## src/hdl/b64e_pkg.sv

```systemverilog
// Shared types, constants and the alphabet lookup for the base64 encoder.
`timescale 1ns / 1ps
`default_nettype none

package b64e_pkg;

  // Default depth of the job queue between the front and back parts.
  localparam int QUEUE_DEPTH_DEF = 2;

  // Padding character '='.
  localparam logic [7:0] PAD_CHAR = 8'h3D;

  // Group phase codes: bytes already consumed in the current 3-byte group.
  localparam logic [1:0] PH_START = 2'd0;
  localparam logic [1:0] PH_ONE   = 2'd1;
  localparam logic [1:0] PH_TWO   = 2'd2;

  // Permuted alphabet, first character in the top byte.
  localparam logic [511:0] ALPHA_STR =
    "RBCYEFGHIJKLMN0PQASTUVWXD4ZbcdefghijklmnopqrstuvwxyzO123a56789+/";

  // One input transfer.
  typedef struct packed {
    logic [7:0] data_byte;
    logic       is_final;
  } in_t;

  // One result transfer.
  typedef struct packed {
    logic [7:0] out_char;
    logic       end_of_text;
  } out_t;

  // One character slot of a job: a 6-bit code or a pad.
  typedef struct packed {
    logic       pad;
    logic [5:0] code;
  } sym_t;

  // Work for one accepted byte: up to four characters.
  typedef struct packed {
    logic            fin;
    logic [1:0]      last_idx;
    sym_t [3:0]      sym;
  } job_t;

  // Map a 6-bit code to its ASCII character.
  function automatic logic [7:0] alpha_char(input logic [5:0] v);
    logic [5:0] rev;
    rev = 6'd63 - v;
    return ALPHA_STR[{rev, 3'b000} +: 8];
  endfunction

  // Turn a character slot into the byte that goes out.
  function automatic logic [7:0] sym_char(input sym_t s);
    return s.pad ? PAD_CHAR : alpha_char(s.code);
  endfunction

endpackage

`default_nettype wire

```

## src/hdl/base64_custom_alphabet_encoder.sv

```systemverilog
// Top level of the streaming base64 encoder with a permuted alphabet.
//
//   Channel   Direction  Handshake           Payload
//   in_*      input      in_valid/in_stall   in_t  {data_byte, is_final}
//   out_*     output     out_valid/out_stall out_t {out_char, end_of_text}
//
// One byte is taken per cycle while the job queue has room; characters leave
// at one per cycle from the back part while the output is not stalled.
// A byte's first character passes through the job queue, the job register
// and the output register before it appears.
// Synchronous active-low reset clears phase, queue and output valid.
// in_stall rises only when the job queue is full.
`timescale 1ns / 1ps
`default_nettype none

module base64_custom_alphabet_encoder
  import b64e_pkg::*;
#(
  parameter int QUEUE_DEPTH = QUEUE_DEPTH_DEF
) (
  input  wire logic clk,
  input  wire logic rst_n,
  input  wire logic in_valid,
  output logic      in_stall,
  input  wire in_t  in_data,
  output logic      out_valid,
  input  wire logic out_stall,
  output out_t      out_data
);

  logic push, q_full, pop, q_valid;
  job_t push_job, q_job;

  // Byte intake and classification.
  b64e_front u_front (
    .clk      (clk),
    .rst_n    (rst_n),
    .in_valid (in_valid),
    .in_stall (in_stall),
    .in_data  (in_data),
    .push     (push),
    .push_job (push_job),
    .q_full   (q_full)
  );

  // Job queue.
  b64e_queue #(
    .DEPTH (QUEUE_DEPTH)
  ) u_queue (
    .clk      (clk),
    .rst_n    (rst_n),
    .push     (push),
    .push_job (push_job),
    .full     (q_full),
    .pop      (pop),
    .q_valid  (q_valid),
    .q_job    (q_job)
  );

  // Character output.
  b64e_back u_back (
    .clk       (clk),
    .rst_n     (rst_n),
    .q_valid   (q_valid),
    .q_job     (q_job),
    .pop       (pop),
    .out_valid (out_valid),
    .out_stall (out_stall),
    .out_data  (out_data)
  );

endmodule

`default_nettype wire

```

## src/hdl/b64e_front.sv

```systemverilog
// Front part: accepts bytes, tracks the group phase and builds character jobs.
`timescale 1ns / 1ps
`default_nettype none

module b64e_front
  import b64e_pkg::*;
(
  input  wire logic clk,
  input  wire logic rst_n,
  input  wire logic in_valid,
  output logic      in_stall,
  input  wire in_t  in_data,
  output logic      push,
  output job_t      push_job,
  input  wire logic q_full
);

  logic [1:0] phase_r, phase_nxt;
  logic [3:0] carry_r, carry_nxt;
  logic [7:0] b;
  logic       fin;

  assign in_stall = q_full;
  assign push     = in_valid & ~q_full;
  assign b        = in_data.data_byte;
  assign fin      = in_data.is_final;

  // Split the byte against the carried bits and pick the characters.
  always_comb begin
    push_job     = '0;
    push_job.fin = fin;
    phase_nxt    = PH_START;
    carry_nxt    = 4'd0;
    case (phase_r)
      PH_ONE: begin
        push_job.sym[0].code = {carry_r[1:0], b[7:4]};
        if (fin) begin
          push_job.sym[1].code = {b[3:0], 2'b00};
          push_job.sym[2].pad  = 1'b1;
          push_job.last_idx    = 2'd2;
        end else begin
          push_job.last_idx = 2'd0;
          phase_nxt         = PH_TWO;
          carry_nxt         = b[3:0];
        end
      end
      PH_TWO: begin
        push_job.sym[0].code = {carry_r, b[7:6]};
        push_job.sym[1].code = b[5:0];
        push_job.last_idx    = 2'd1;
      end
      default: begin
        push_job.sym[0].code = b[7:2];
        if (fin) begin
          push_job.sym[1].code = {b[1:0], 4'b0000};
          push_job.sym[2].pad  = 1'b1;
          push_job.sym[3].pad  = 1'b1;
          push_job.last_idx    = 2'd3;
        end else begin
          push_job.last_idx = 2'd0;
          phase_nxt         = PH_ONE;
          carry_nxt         = {2'b00, b[1:0]};
        end
      end
    endcase
  end

  // Group state advances on every input transfer.
  always_ff @(posedge clk) begin
    if (!rst_n) begin
      phase_r <= PH_START;
      carry_r <= 4'd0;
    end else if (push) begin
      phase_r <= phase_nxt;
      carry_r <= carry_nxt;
    end
  end

  // The phase only counts zero to two.
  a_phase_range: assert property (@(posedge clk) disable iff (!rst_n)
    phase_r != 2'd3)
    else $error("group phase left its range");

  // At the start of a group no bits are carried.
  a_carry_clear: assert property (@(posedge clk) disable iff (!rst_n)
    phase_r == PH_START |-> carry_r == 4'd0)
    else $error("carry bits left over at group start");

endmodule

`default_nettype wire

```

## src/hdl/b64e_queue.sv

```systemverilog
// Small job queue between the front and back parts.
`timescale 1ns / 1ps
`default_nettype none

module b64e_queue
  import b64e_pkg::*;
#(
  parameter int DEPTH = QUEUE_DEPTH_DEF
) (
  input  wire logic clk,
  input  wire logic rst_n,
  input  wire logic push,
  input  wire job_t push_job,
  output logic      full,
  input  wire logic pop,
  output logic      q_valid,
  output job_t      q_job
);

  localparam int PTR_W = (DEPTH > 1) ? $clog2(DEPTH) : 1;
  localparam int CNT_W = $clog2(DEPTH + 1);

  job_t             mem [DEPTH];
  logic [PTR_W-1:0] wr_r, rd_r;
  logic [CNT_W-1:0] cnt_r;

  assign full    = cnt_r == CNT_W'(DEPTH);
  assign q_valid = cnt_r != '0;
  assign q_job   = mem[rd_r];

  // Storage write.
  always_ff @(posedge clk) begin
    if (push) begin
      mem[wr_r] <= push_job;
    end
  end

  // Pointers and fill count.
  always_ff @(posedge clk) begin
    if (!rst_n) begin
      wr_r  <= '0;
      rd_r  <= '0;
      cnt_r <= '0;
    end else begin
      if (push) begin
        wr_r <= (wr_r == PTR_W'(DEPTH - 1)) ? '0 : wr_r + 1'b1;
      end
      if (pop) begin
        rd_r <= (rd_r == PTR_W'(DEPTH - 1)) ? '0 : rd_r + 1'b1;
      end
      if (push && !pop) begin
        cnt_r <= cnt_r + 1'b1;
      end else if (pop && !push) begin
        cnt_r <= cnt_r - 1'b1;
      end
    end
  end

  // Fill count never passes the depth.
  a_cnt_bound: assert property (@(posedge clk) disable iff (!rst_n)
    cnt_r <= CNT_W'(DEPTH))
    else $error("queue count overflow");

  // A pop only happens when a job is held.
  a_no_underflow: assert property (@(posedge clk) disable iff (!rst_n)
    pop |-> q_valid)
    else $error("queue popped while empty");

endmodule

`default_nettype wire

```

## src/hdl/b64e_back.sv

```systemverilog
// Back part: walks jobs one character per cycle to out_data_r unless stalled.
`timescale 1ns / 1ps
`default_nettype none

module b64e_back
  import b64e_pkg::*;
(
  input  wire logic clk,
  input  wire logic rst_n,
  input  wire logic q_valid,
  input  wire job_t q_job,
  output logic      pop,
  output logic      out_valid,
  input  wire logic out_stall,
  output out_t      out_data
);

  logic       have_r;
  logic [1:0] idx_r;
  job_t       job_r;
  logic       out_valid_r;
  out_t       out_data_r;
  logic       out_free, emit, at_end;
  sym_t       cur;

  assign out_free  = ~out_valid_r | ~out_stall;
  assign emit      = have_r & out_free;
  assign at_end    = idx_r == job_r.last_idx;
  assign pop       = q_valid & (~have_r | (emit & at_end));
  assign cur       = job_r.sym[idx_r];
  assign out_valid = out_valid_r;
  assign out_data  = out_data_r;

  // Job tracking and output valid.
  always_ff @(posedge clk) begin
    if (!rst_n) begin
      have_r      <= 1'b0;
      idx_r       <= 2'd0;
      out_valid_r <= 1'b0;
    end else begin
      if (pop) begin
        have_r <= 1'b1;
        idx_r  <= 2'd0;
      end else if (emit) begin
        have_r <= ~at_end;
        idx_r  <= at_end ? 2'd0 : idx_r + 2'd1;
      end
      if (emit) begin
        out_valid_r <= 1'b1;
      end else if (!out_stall) begin
        out_valid_r <= 1'b0;
      end
    end
  end

  // Payload registers.
  always_ff @(posedge clk) begin
    if (pop) begin
      job_r <= q_job;
    end
    if (emit) begin
      out_data_r.out_char    <= sym_char(cur);
      out_data_r.end_of_text <= job_r.fin & at_end;
    end
  end

  // The character index never runs past the job.
  a_idx_bound: assert property (@(posedge clk) disable iff (!rst_n)
    have_r |-> idx_r <= job_r.last_idx)
    else $error("character index beyond job");

  // With no job held the index sits at zero.
  a_idx_idle: assert property (@(posedge clk) disable iff (!rst_n)
    !have_r |-> idx_r == 2'd0)
    else $error("index not cleared between jobs");

endmodule

`default_nettype wire

```

## config.mk

```make
export PLATFORM = sky130hd
export DESIGN_NAME = base64_custom_alphabet_encoder
export DESIGN_NICKNAME = d
export VERILOG_FILES = /design/src/hdl/b64e_pkg.sv /design/src/hdl/base64_custom_alphabet_encoder.sv /design/src/hdl/b64e_front.sv /design/src/hdl/b64e_queue.sv /design/src/hdl/b64e_back.sv
export SDC_FILE = /design/constraint.sdc
export NUM_CORES = 1
export LEC_CHECK = 0
export BUFFER_PORTS_ARGS = -buffer_cell sky130_fd_sc_hd__buf_2
export CORE_MARGIN = 10
export CORE_UTILIZATION = 69
export CTS_BUF_LIST = sky130_fd_sc_hd__clkbuf_4 sky130_fd_sc_hd__clkbuf_8
export CTS_CLUSTER_SIZE = 8
export DETAILED_ROUTE_END_ITERATION = 6
export GPL_ROUTABILITY_DRIVEN = 0
export GPL_TIMING_DRIVEN = 0
export PLACE_DENSITY = 0.88
export SLEW_MARGIN = 25
export SYNTH_ARGS = -nofsm -noshare
export SYNTH_HDL_FRONTEND = slang
export SYNTH_HIERARCHICAL = 1
export SYNTH_SLANG_ARGS = --single-unit
export TNS_END_PERCENT = 100
```

## constraint.sdc

```tcl
create_clock -name clk -period 6.2 [get_ports clk]
set_input_delay 0.62 -clock clk [delete_from_list [all_inputs] [get_ports clk]]
set_output_delay 0.62 -clock clk [all_outputs]
set_load 0.02 [all_outputs]
```

Yosys cells after proc, flatten, opt, wreduce, memory -nomap -nowiden
Memories as Yosys holds them, arrays and structs flattened. A register that Yosys moved wholly into a read port is not among the register bits.
Cells that the tools add are included.
Widths: inputs -> output; s select.
{"block": "op_classes", "n_addsub": 6, "reduce_logical": 9, "bitwise_logic": 13, "magnitude_cmp": 1, "muxes": 29, "eq_ne": 5, "n_shift": 1}
{"cell": "$shiftx 512x10->8 const A", "count": 1}
{"cell": "$pmux 6 s2", "count": 2}
{"cell": "$bmux 7 s2", "count": 1}
{"cell": "$mux 2", "count": 7}
{"cell": "$mux 1", "count": 12}
{"cell": "$mux 6", "count": 2}
{"cell": "$pmux 2 s2", "count": 2}
{"cell": "$pmux 4 s2", "count": 1}
{"cell": "$mux 7", "count": 1}
{"cell": "$not 1->1", "count": 6}
{"cell": "$reduce_bool 2->1", "count": 3}
{"cell": "$sub 6x6->6 const A", "count": 1}
{"cell": "$and 1x1->1", "count": 5}
{"cell": "$add 2x1->2 const B", "count": 2}
{"cell": "$eq 2x2->1 const B", "count": 2}
{"cell": "$mux 4", "count": 1}
{"cell": "$reduce_or 2->1", "count": 2}
{"cell": "$lt 2x3->1 const B", "count": 1}
{"cell": "$add 1x1->1 const B", "count": 2}
{"cell": "$eq 2x1->1 const B", "count": 1}
{"cell": "$eq 2x2->1", "count": 1}
{"cell": "$logic_and 1x1->1", "count": 2}
{"cell": "$logic_not 1->1", "count": 2}
{"cell": "$ne 2x1->1 const B", "count": 1}
{"cell": "other kinds (2)", "count": 3}
{"block": "totals", "wordCells": 79, "mem_count": 1, "ram_bits": 34, "reg_bits": 37, "in_bits": 13, "out_inout_bits": 11}
{"memory": "u_queue.mem", "depth": 2, "width": 17, "read_ports": 1, "rd_ports_with_merged_regs": 1, "wr": 1, "line_no": "b64e_queue.sv:23", "source": "job_t mem [DEPTH];"}

Logic depth before layout (Yosys ltp)
Gate-level depths: netlist of the first run.
{"block": "depth", "depth_word": 9, "mapped_depth": 10, "ltp_nobuf": 9}

Cells and area by module
The synthesis of the first run kept the hierarchy.
{"mod": "b64e_queue", "seq_area_each_um2": 1961.9, "instances": 1, "cells_each": 118, "area_each_um2": 2447.3}
{"mod": "b64e_back", "seq_area_each_um2": 1251.2, "instances": 1, "cells_each": 171, "area_each_um2": 2274.7}
{"mod": "b64e_front", "seq_area_each_um2": 120.1, "instances": 1, "cells_each": 84, "area_each_um2": 666.9}

Least setup slack after synthesis of the first run
No wires, ideal clock.
{"block": "synth_timing", "kind": "input to register", "startpoint": "in out_stall", "endpoint": "reg u_queue.cnt_r[1]", "path_slack_ns": 2.248, "required_ns": 6.130, "path_stages": 7, "setup_time_ns": 0.070, "t_arrival_ns": 3.882, "cell_sequence": "a21boi_1 a21boi_0 nor2_1 inv_1 ha_1 or3_1 a21boi_1"}
{"block": "synth_between", "elab_chain_len": 9, "word_cells_on_any_way": 11, "classes_between": "mux: 1; bitwise: 6; reduce/logical: 4"}
{"element": "start, declared", "line_no": "base64_custom_alphabet_encoder.sv:27", "source": "input wire logic out_stall,"}
{"element": "$not 1->1 *", "line_no": "b64e_back.sv:26", "source": "assign out_free = ~out_valid_r | ~out_stall;"}
{"element": "$or 1x1->1 *", "line_no": "b64e_back.sv:26"}
{"element": "$and 1x1->1 *", "line_no": "b64e_back.sv:27", "source": "assign emit = have_r & out_free;"}
{"element": "$and 1x1->1 *", "line_no": "b64e_back.sv:29", "source": "assign pop = q_valid & (~have_r | (emit & at_end));"}
{"element": "$or 1x1->1 *", "line_no": "b64e_back.sv:29"}
{"element": "$and 1x1->1 *", "line_no": "b64e_back.sv:29"}
{"element": "via pop", "line_no": "base64_custom_alphabet_encoder.sv:31", "source": "logic push, q_full, pop, q_valid;"}
{"element": "$logic_not 1->1", "line_no": "b64e_queue.sv:51", "source": "if (push && !pop) begin"}
{"element": "$logic_and 1x1->1", "line_no": "b64e_queue.sv:51"}
{"element": "$mux 2 / $reduce_bool 2->1 (equally long branches)"}
{"element": "end signal, assigned", "line_no": "b64e_queue.sv:52", "source": "cnt_r <= cnt_r + 1'b1;"}
{"element": "end signal, assigned", "line_no": "b64e_queue.sv:54", "source": "cnt_r <= cnt_r - 1'b1;"}
{"element": "end, declared", "line_no": "b64e_queue.sv:25", "source": "logic [CNT_W-1:0] cnt_r;"}
The timed path passes the listed nets; every way through them passes the cells marked *.
A chain may end at the register's enable or synchronous reset.

Worst setup path in the final report of the first run
{"block": "layout_timing", "startpoint": "reg u_back.idx_r[0]", "endpoint": "reg u_back.out_data_r (netlist bit u_back/out_data[2]), data pin"}
{"block": "layout_between", "elab_chain_len": 4}
{"element": "start, declared", "line_no": "b64e_back.sv:19", "source": "logic [1:0] idx_r;"}
{"element": "start signal, assigned", "line_no": "b64e_back.sv:46", "source": "idx_r <= at_end ? 2'd0 : idx_r + 2'd1;"}
{"element": "$bmux 7 s2 *", "line_no": "b64e_back.sv:30", "source": "assign cur = job_r.sym[idx_r];"}
{"element": "$mux 7 (not written as such) *", "line_no": "b64e_back.sv:30"}
{"element": "$sub 6x6->6", "line_no": "b64e_pkg.sv:50", "source": "rev = 6'd63 - v;"}
{"element": "$shiftx 512x10->8", "line_no": "b64e_pkg.sv:51", "source": "return ALPHA_STR[{rev, 3'b000} +: 8];"}
{"element": "end, declared", "line_no": "b64e_back.sv:22", "source": "out_t out_data_r;"}
Mark *: on every way between the ends. The rest lies on a longest branch, timed or not. The select of a mux whose other input is x is not followed.

==> impl_metrics.csv, run 1 <==
group,metric,value,unit
outcome,status,"finished, final reports clean",
logic_synthesis,yosysTopAreaCell,"edfxtp_1",
worst_setup_path,critPathMaxFanout,12,
cells_and_area,stdcell_count,545,
cells_and_area,final_layout_size_suffix_gt1_share,29.6,%
timing,fin_crit_sh,47.7,%
cells_and_area,multi_input_comb_area,1850,um^2
cells_and_area,finalNetCount,456,
die,dieArea,11700,um^2
placed_design,io_buffers,22,
die,initial_core_util,70.5,%
min_path,hold_class,"in2reg",
worst_setup_path,arrival,3180,ps
logic_synthesis,ys_seq_elements,116,
timing,setup_tns,0,ps
clock_network,cts.htree.levels,4,
timing,fin_skew,15.7,ps
power_and_ir_drop,powerDensity,483,nW/um^2
detailed_routing,initialDrtViolationCount,264,
clock_network,clk_latency,420,ps
cells_and_area,antenna_cells,0,
global_route,grt_pass1_vias,3319,
logic_synthesis,postSynthCellCount,373,
timing,relSlewSlack,59.5,%
power_and_ir_drop,p_leak,2.34,nW
timing,setup-violations-final,0,
timing,maxSlewViolCount,0,
clock_network,cts_buffer_depth,2,
worst_setup_path,path_class,"reg2reg",
die,core_area,7650,um^2
worst_setup_path,crit_path_start,"u_back/idx_r[0]",
detailed_routing,drtPass1Iterations,6,
logic_synthesis,avgSynthCellArea,14.4,um^2
detailed_routing,num_vias,3308,
logic_synthesis,yosys.area.top_type_share,56.3,%
cells_and_area,area_growth,14.3,%
die,num_rows,32,
worst_setup_path,start_kind,"flop",
worst_setup_path,cp-end-kind,"flop",
logic_synthesis,async_flop_share,0,%
timing,fin_crit,2960,ps
die,io_pins,24,
clock_network,clock-sinks,116,
timing,worst_pin_slew,604,ps
clock_network,clk_pin_slew,60,ps
logic_synthesis,ys.flop_type,"edfxtp_1",
placed_design,dp_cells,513,
job,maxCapViolations,0,
clock_network,cts_root_buf,"clkbuf_8",
worst_setup_path,timing.rr.start,"u_back/idx_r[0]",
die,die-width,108,um
logic_synthesis,synth_cell_type_count,60,
cells_and_area,register_area,3330,um^2
detailed_routing,drcViolationCount,0,
logic_synthesis,yosys_warnings,6,
detailed_routing,wl,10500,um
cells_and_area,fillers,383,
clock_network,cts_tree,"done",
timing,hold_viol,0,
logic_synthesis,syn-cell-area,5390,um^2
clock_network,cts_setup_buffers,0,
min_path,hp-start,"in_data[3]",
die,die_height,108,um
global_route,antenna_found_initial,0,
placed_design,hpwl,7060,um
power_and_ir_drop,vdd_drop_max,247,uV
global_route,track_usage,18.7,%
timing,max_clock_freq,0.338,GHz
detailed_routing,via_per_inst,6.07,
logic_synthesis,synthTopCellsByCount,"edfxtp_1 (101), mux2_2 (32), buf_4 (18), dfxtp_1 (15), nand2_1 (14)",
clock_network,cts_hold_buf,0,
global_route,grt_overflow_total,0,
logic_synthesis,ys_top_cells_by_area,"edfxtp_1 (56%), mux2_2 (6.7%), dfxtp_1 (5.6%), ha_1 (3.0%), mux4_1 (2.9%)",
detailed_routing,wire_per_inst,19.2,um
clock_network,cts-resized-gates,0,
global_route,grt_max_degree,27,
global_route,grt_pass1_wl,16700,um
clock_network,cts_buffers,17,
logic_synthesis,ys_seq_area_share,61.9,%
worst_setup_path,cp_data_required_time,6420,ps
detailed_routing,ant_nets,0,
timing,grt_setup_unrepaired,"false",
logic_synthesis,synth_edf_count,101,
logic_synthesis,synth.most_common_cell,"edfxtp_1",
## report_power, final
group / switching [mW] / internal [mW] / total [mW]
Clock: 0.283 / 0.417 / 0.700
Combinational: 0.635 / 0.456 / 1.09
Sequential: 0.0689 / 1.11 / 1.18
Total: 0.986 / 1.99 / 2.97
## critical path: stages (launching register included)
cell,delay [ps]
dfxtp_1,420
buf_6,200
mux4_1,580
buf_2,230
inv_1,170
ha_1,320
mux2_4,290
o2111ai_1,190
o311ai_1,130
a21oi_1,250
## cell families (layout without fill, tap and decap cells)
family / Yosys count / after routing / synth area share, %
XOR/XNOR: 8 / 8 / 1.30
flip-flops: 116 / 116 / 61.9
AO/OA/AOI/OAI: 72 / 72 / 9.68
other: 2 / 15 / 0.139
multiplexers: 43 / 43 / 10.9
AND/OR/NAND/NOR: 72 / 72 / 7.96
adder cells (fa/ha/maj): 13 / 13 / 3.02
buffers and inverters: 47 / 104 / 5.18
## cell usage in the layout, fill, tap and decap left out, drive strengths merged, types with 3 or more instances in the layout
cell / n
edfxtp: 101
o21ai: 13
o211a: 3
bufinv: 3
inv: 12
xnor2: 3
clkinv: 7
xor2: 5
mux4: 7
buf: 56
clkbuf: 25
nor2b: 12
nand2: 14
mux2i: 3
a21boi: 3
nor2: 12
conb: 15
a22oi: 10
a22o: 5
ha: 13
and2: 10
nand3: 4
a21oi: 10
o21a: 3
nand2b: 5
mux2: 33
dfxtp: 15
## through the flow
step	worst slack [ps]	hold slack, ps	instance area (um^2)	total power, mW	utilization [%]
2_1_floorplan	2250	450	5440	1.97	-
3_3_place_gp	1280	462	5680	2.17	74.2
3_5_place_dp	2930	480	5750	2.26	75.2
4_1_cts	3200	456	6160	2.97	80.5
5_1_grt	3110	477	6160	3.13	80.6
6_report	3240	480	6160	2.97	80.6
## final cells by class
class,instances,share of cell area [%]
clock buffer,21,4.39
buffer,35,3.80
inverter,12,0.731
sequential,116,54.1
tap,102,2.07
timing repair buffer,25,2.76
clock inverter,11,2.19
multi-input combinational,223,30.0
## flip-flops by register name, indices dropped and copies added (netlist names), named ones only
| register | cells |
|---|---|
| u_back/have_r | 1 |
| u_queue/rd_r | 1 |
| u_front/carry_r | 4 |
| u_back/out_valid | 1 |
| u_back/idx_r | 2 |
| u_queue/cnt_r | 2 |
| u_back/out_data | 8 |
| u_back/job_r | 31 |
| u_front/phase_r | 2 |
| u_queue/mem | 62 |
| u_queue/wr_r | 1 |
## final timing paths
| kind | end | slack (ps) | cells past startpoint |
|---|---|---|---|
| worst max register to register | u_back/out_data[2] | 3240 | 9 |
| worst min register to register | u_front/carry_r[2] | 500 | 1 |
| worst min-delay path | u_front/carry_r[2] | 480 | 2 |
| worst max-delay path | u_back/out_data[2] | 3240 | 9 |
## metal layers
layer  global-route usage [%]  routed length [um]  up-vias
met2                     30.3                5250      153
met4                     9.23                 355        0
met3                     6.07                 657       37
met1                     22.1                4220     1611
met5                        0                   0        -
li1                         -                   -     1507
Power figures use the tool's default switching activity.
==> inputs of run 2 (changes only) <==
--- a/config.mk
+++ b/config.mk
@@ -7,13 +7,13 @@
 export LEC_CHECK = 0
 export BUFFER_PORTS_ARGS = -buffer_cell sky130_fd_sc_hd__buf_2
 export CORE_MARGIN = 10
-export CORE_UTILIZATION = 69
+export CORE_UTILIZATION = 58
 export CTS_BUF_LIST = sky130_fd_sc_hd__clkbuf_4 sky130_fd_sc_hd__clkbuf_8
 export CTS_CLUSTER_SIZE = 8
 export DETAILED_ROUTE_END_ITERATION = 6
 export GPL_ROUTABILITY_DRIVEN = 0
 export GPL_TIMING_DRIVEN = 0
-export PLACE_DENSITY = 0.88
+export PLACE_DENSITY = 0.79
 export SLEW_MARGIN = 25
 export SYNTH_ARGS = -nofsm -noshare
 export SYNTH_HDL_FRONTEND = slang
==> constraint.sdc (replaced) <==
create_clock -name clk -period 2.5 [get_ports clk]
set_input_delay 0.25 -clock clk [delete_from_list [all_inputs] [get_ports clk]]
set_output_delay 0.25 -clock clk [all_outputs]
set_load 0.02 [all_outputs]
==> run 2 against run 1 <==
  * Core utilization fell by 12 points
  * Setup slack got worse by 3200 ps
  * Power rose to 2.5 times the previous value
  * Cell count rose by 3.1%
  * First-iteration DRC count fell by 8.7%
  * Critical path type unchanged
  * Clock power rose by 140%
  * Hold slack got worse by 380 ps
  * Critical path depth fell by 1
==> impl_metrics.csv, run 2 (synthesized netlist as in run 1, its figures left out) <==
group,metric,value,unit
die,die_height,116,um
outcome,status,"finished, final reports clean",
die,dieArea,13500,um^2
detailed_routing,drcViolationCount,0,
global_route,track_usage,15.8,%
cells_and_area,largest_reg_flops,62,
power_and_ir_drop,p_sw_share,33.0,%
min_path,hold_class,"in2reg",
worst_setup_path,timing.rr.start,"u_back/idx_r[0]",
timing,hold_viol,0,
cells_and_area,finalNetCount,464,
die,num_rows,35,
detailed_routing,via_per_inst,5.79,
detailed_routing,drtPass1Iterations,5,
cells_and_area,final_layout_size_suffix_gt1_share,33.0,%
timing,worst_pin_slew,894,ps
timing,hold_ws,103,ps
job,maxCapViolations,0,
timing,maxSlewViolCount,0,
clock_network,cts.htree.levels,4,
power_and_ir_drop,vdd_drop_max,641,uV
timing,max_clock_freq,0.407,GHz
power_and_ir_drop,p_leak,2.38,nW
die,core_area,9150,um^2
power_and_ir_drop,seqPwrFrac,38.9,%
detailed_routing,wl,10200,um
global_route,grt_pass1_vias,3357,
timing,fin_skew,10.7,ps
worst_setup_path,path_class,"reg2reg",
placed_design,hpwl,6580,um
clock_network,clk_latency,420,ps
cells_and_area,final_cell_mix,"edfxtp_1 (101), mux2_2 (32), buf_2 (31)",
clock_network,cts_tree,"done",
worst_setup_path,cp-end-kind,"flop",
power_and_ir_drop,clock_power_share,22.6,%
cells_and_area,regMostFlops,"u_queue/mem",
worst_setup_path,crit_path_start,"u_back/idx_r[0]",
power_and_ir_drop,finalPower,7.54,mW
timing,fin_crit_sh,98.4,%
timing,fin_crit,2460,ps
detailed_routing,wire_per_inst,18.2,um
timing,grt_setup_unrepaired,"false",
placed_design,io_buffers,22,
die,die-width,116,um
timing,relSlewSlack,40.3,%
clock_network,clock-sinks,116,
min_path,hp-start,"in_data[3]",
worst_setup_path,start_kind,"flop",
detailed_routing,num_vias,3254,
global_route,grt_max_degree,26,
cells_and_area,antenna_cells,0,
worst_setup_path,critPathMaxFanout,5,
cells_and_area,stdcell_count,562,
global_route,grt_overflow_total,0,
power_and_ir_drop,p_comb_share,38.6,%
detailed_routing,initialDrtViolationCount,241,
detailed_routing,ant_nets,0,
global_route,antenna_found_initial,0,
power_and_ir_drop,switching_power,2.49,mW
clock_network,cts_root_buf,"clkbuf_8",
clock_network,clk_pin_slew,60,ps
clock_network,cts_buffers,17,
timing,setup-violations-final,0,
clock_network,cts_buffer_depth,2,
worst_setup_path,cp_data_required_time,2780,ps
global_route,grt_pass1_wl,16300,um
die,io_pins,24,
power_and_ir_drop,powerDensity,1200,nW/um^2
worst_setup_path,arrival,2740,ps
die,initial_core_util,58.9,%
placed_design,dp_cells,521,
cells_and_area,area_growth,16.8,%
power_and_ir_drop,p_int,5.05,mW
cells_and_area,layout_commonest_cell,"edfxtp_1",
-- run 2: cell types whose count changed in the layout (fill, tap and decap cells not counted), moves of 2 or more --
cell and change:
mux4_1 -2, clkbuf_8 +3, buf_4 +7, ha_2 +2
ha_1 -3, buf_8 +2, mux4_2 +2, clkinv_2 -2
inv_1 -2
-- run 2: final timing paths --
check	slack, ps	to	cells after the start
setup / recovery	40	u_back/out_data[1]	8
hold / removal	100	u_front/carry_r[2]	2
setup reg to reg	40	u_back/out_data[1]	8
hold reg to reg	500	u_front/carry_r[2]	1
-- run 2: power groups by stage --
stage               Combinational, mW  Sequential [mW]  Clock [mW]
finish                           2.91             2.93        1.70
global route                     3.15             2.98        1.82
CTS                              2.87             2.93        1.74
detailed placement               2.58             2.96           0
global placement                 2.48             2.94           0
floorplan                        1.91             2.97           0
-- run 2: what timing repair did --
item	4_1_cts	5_1_grt
gates resized for setup	16	2
pin swaps	1	0
buffers inserted	7	0
hold buffers	0	0
setup endpoints to repair	9	2
gates cloned	2	0
-- run 2: stage by stage --
step	worst slack (ps)	area [um^2]	utilization (%)	setup TNS, ps
after floorplan	-110	5450	-	-110
after global placement	-448	5700	62.3	-6260
after detailed placement	-594	5750	62.8	-2570
after CTS	25.3	6290	68.7	0
after global routing	2.64	6290	68.8	0
final	40.7	6290	68.8	0
-- run 2: routing by layer --
layer  track usage (%)  up-vias  share of wire [%]
li1                  -     1512                  -
met1              18.1     1579                 42
met2              26.9      141                 50
met3              4.57       22                6.0
met4              7.09        0                2.3
met5                 0        -                  0
-- run 2: worst max-delay path, stage by stage, from the launching register on --
cell and delay [ps]:
dfxtp_4 350, buf_8 120, mux4_2 530, buf_8 160
ha_2 180, or4b_1 530, o311ai_2 110, o21a_1 180
o211a_1 160
-- run 2: cell type report --
cell class | instances | area [um^2]
Sequential cell | 116 | 3340
Fill cell | 584 | 2860
Multi-Input combinational cell | 224 | 1880
Clock buffer | 23 | 304
Buffer | 35 | 248
Timing Repair Buffer | 32 | 235
Tap cell | 111 | 139
Clock inverter | 9 | 103
Inverter | 12 | 47.5
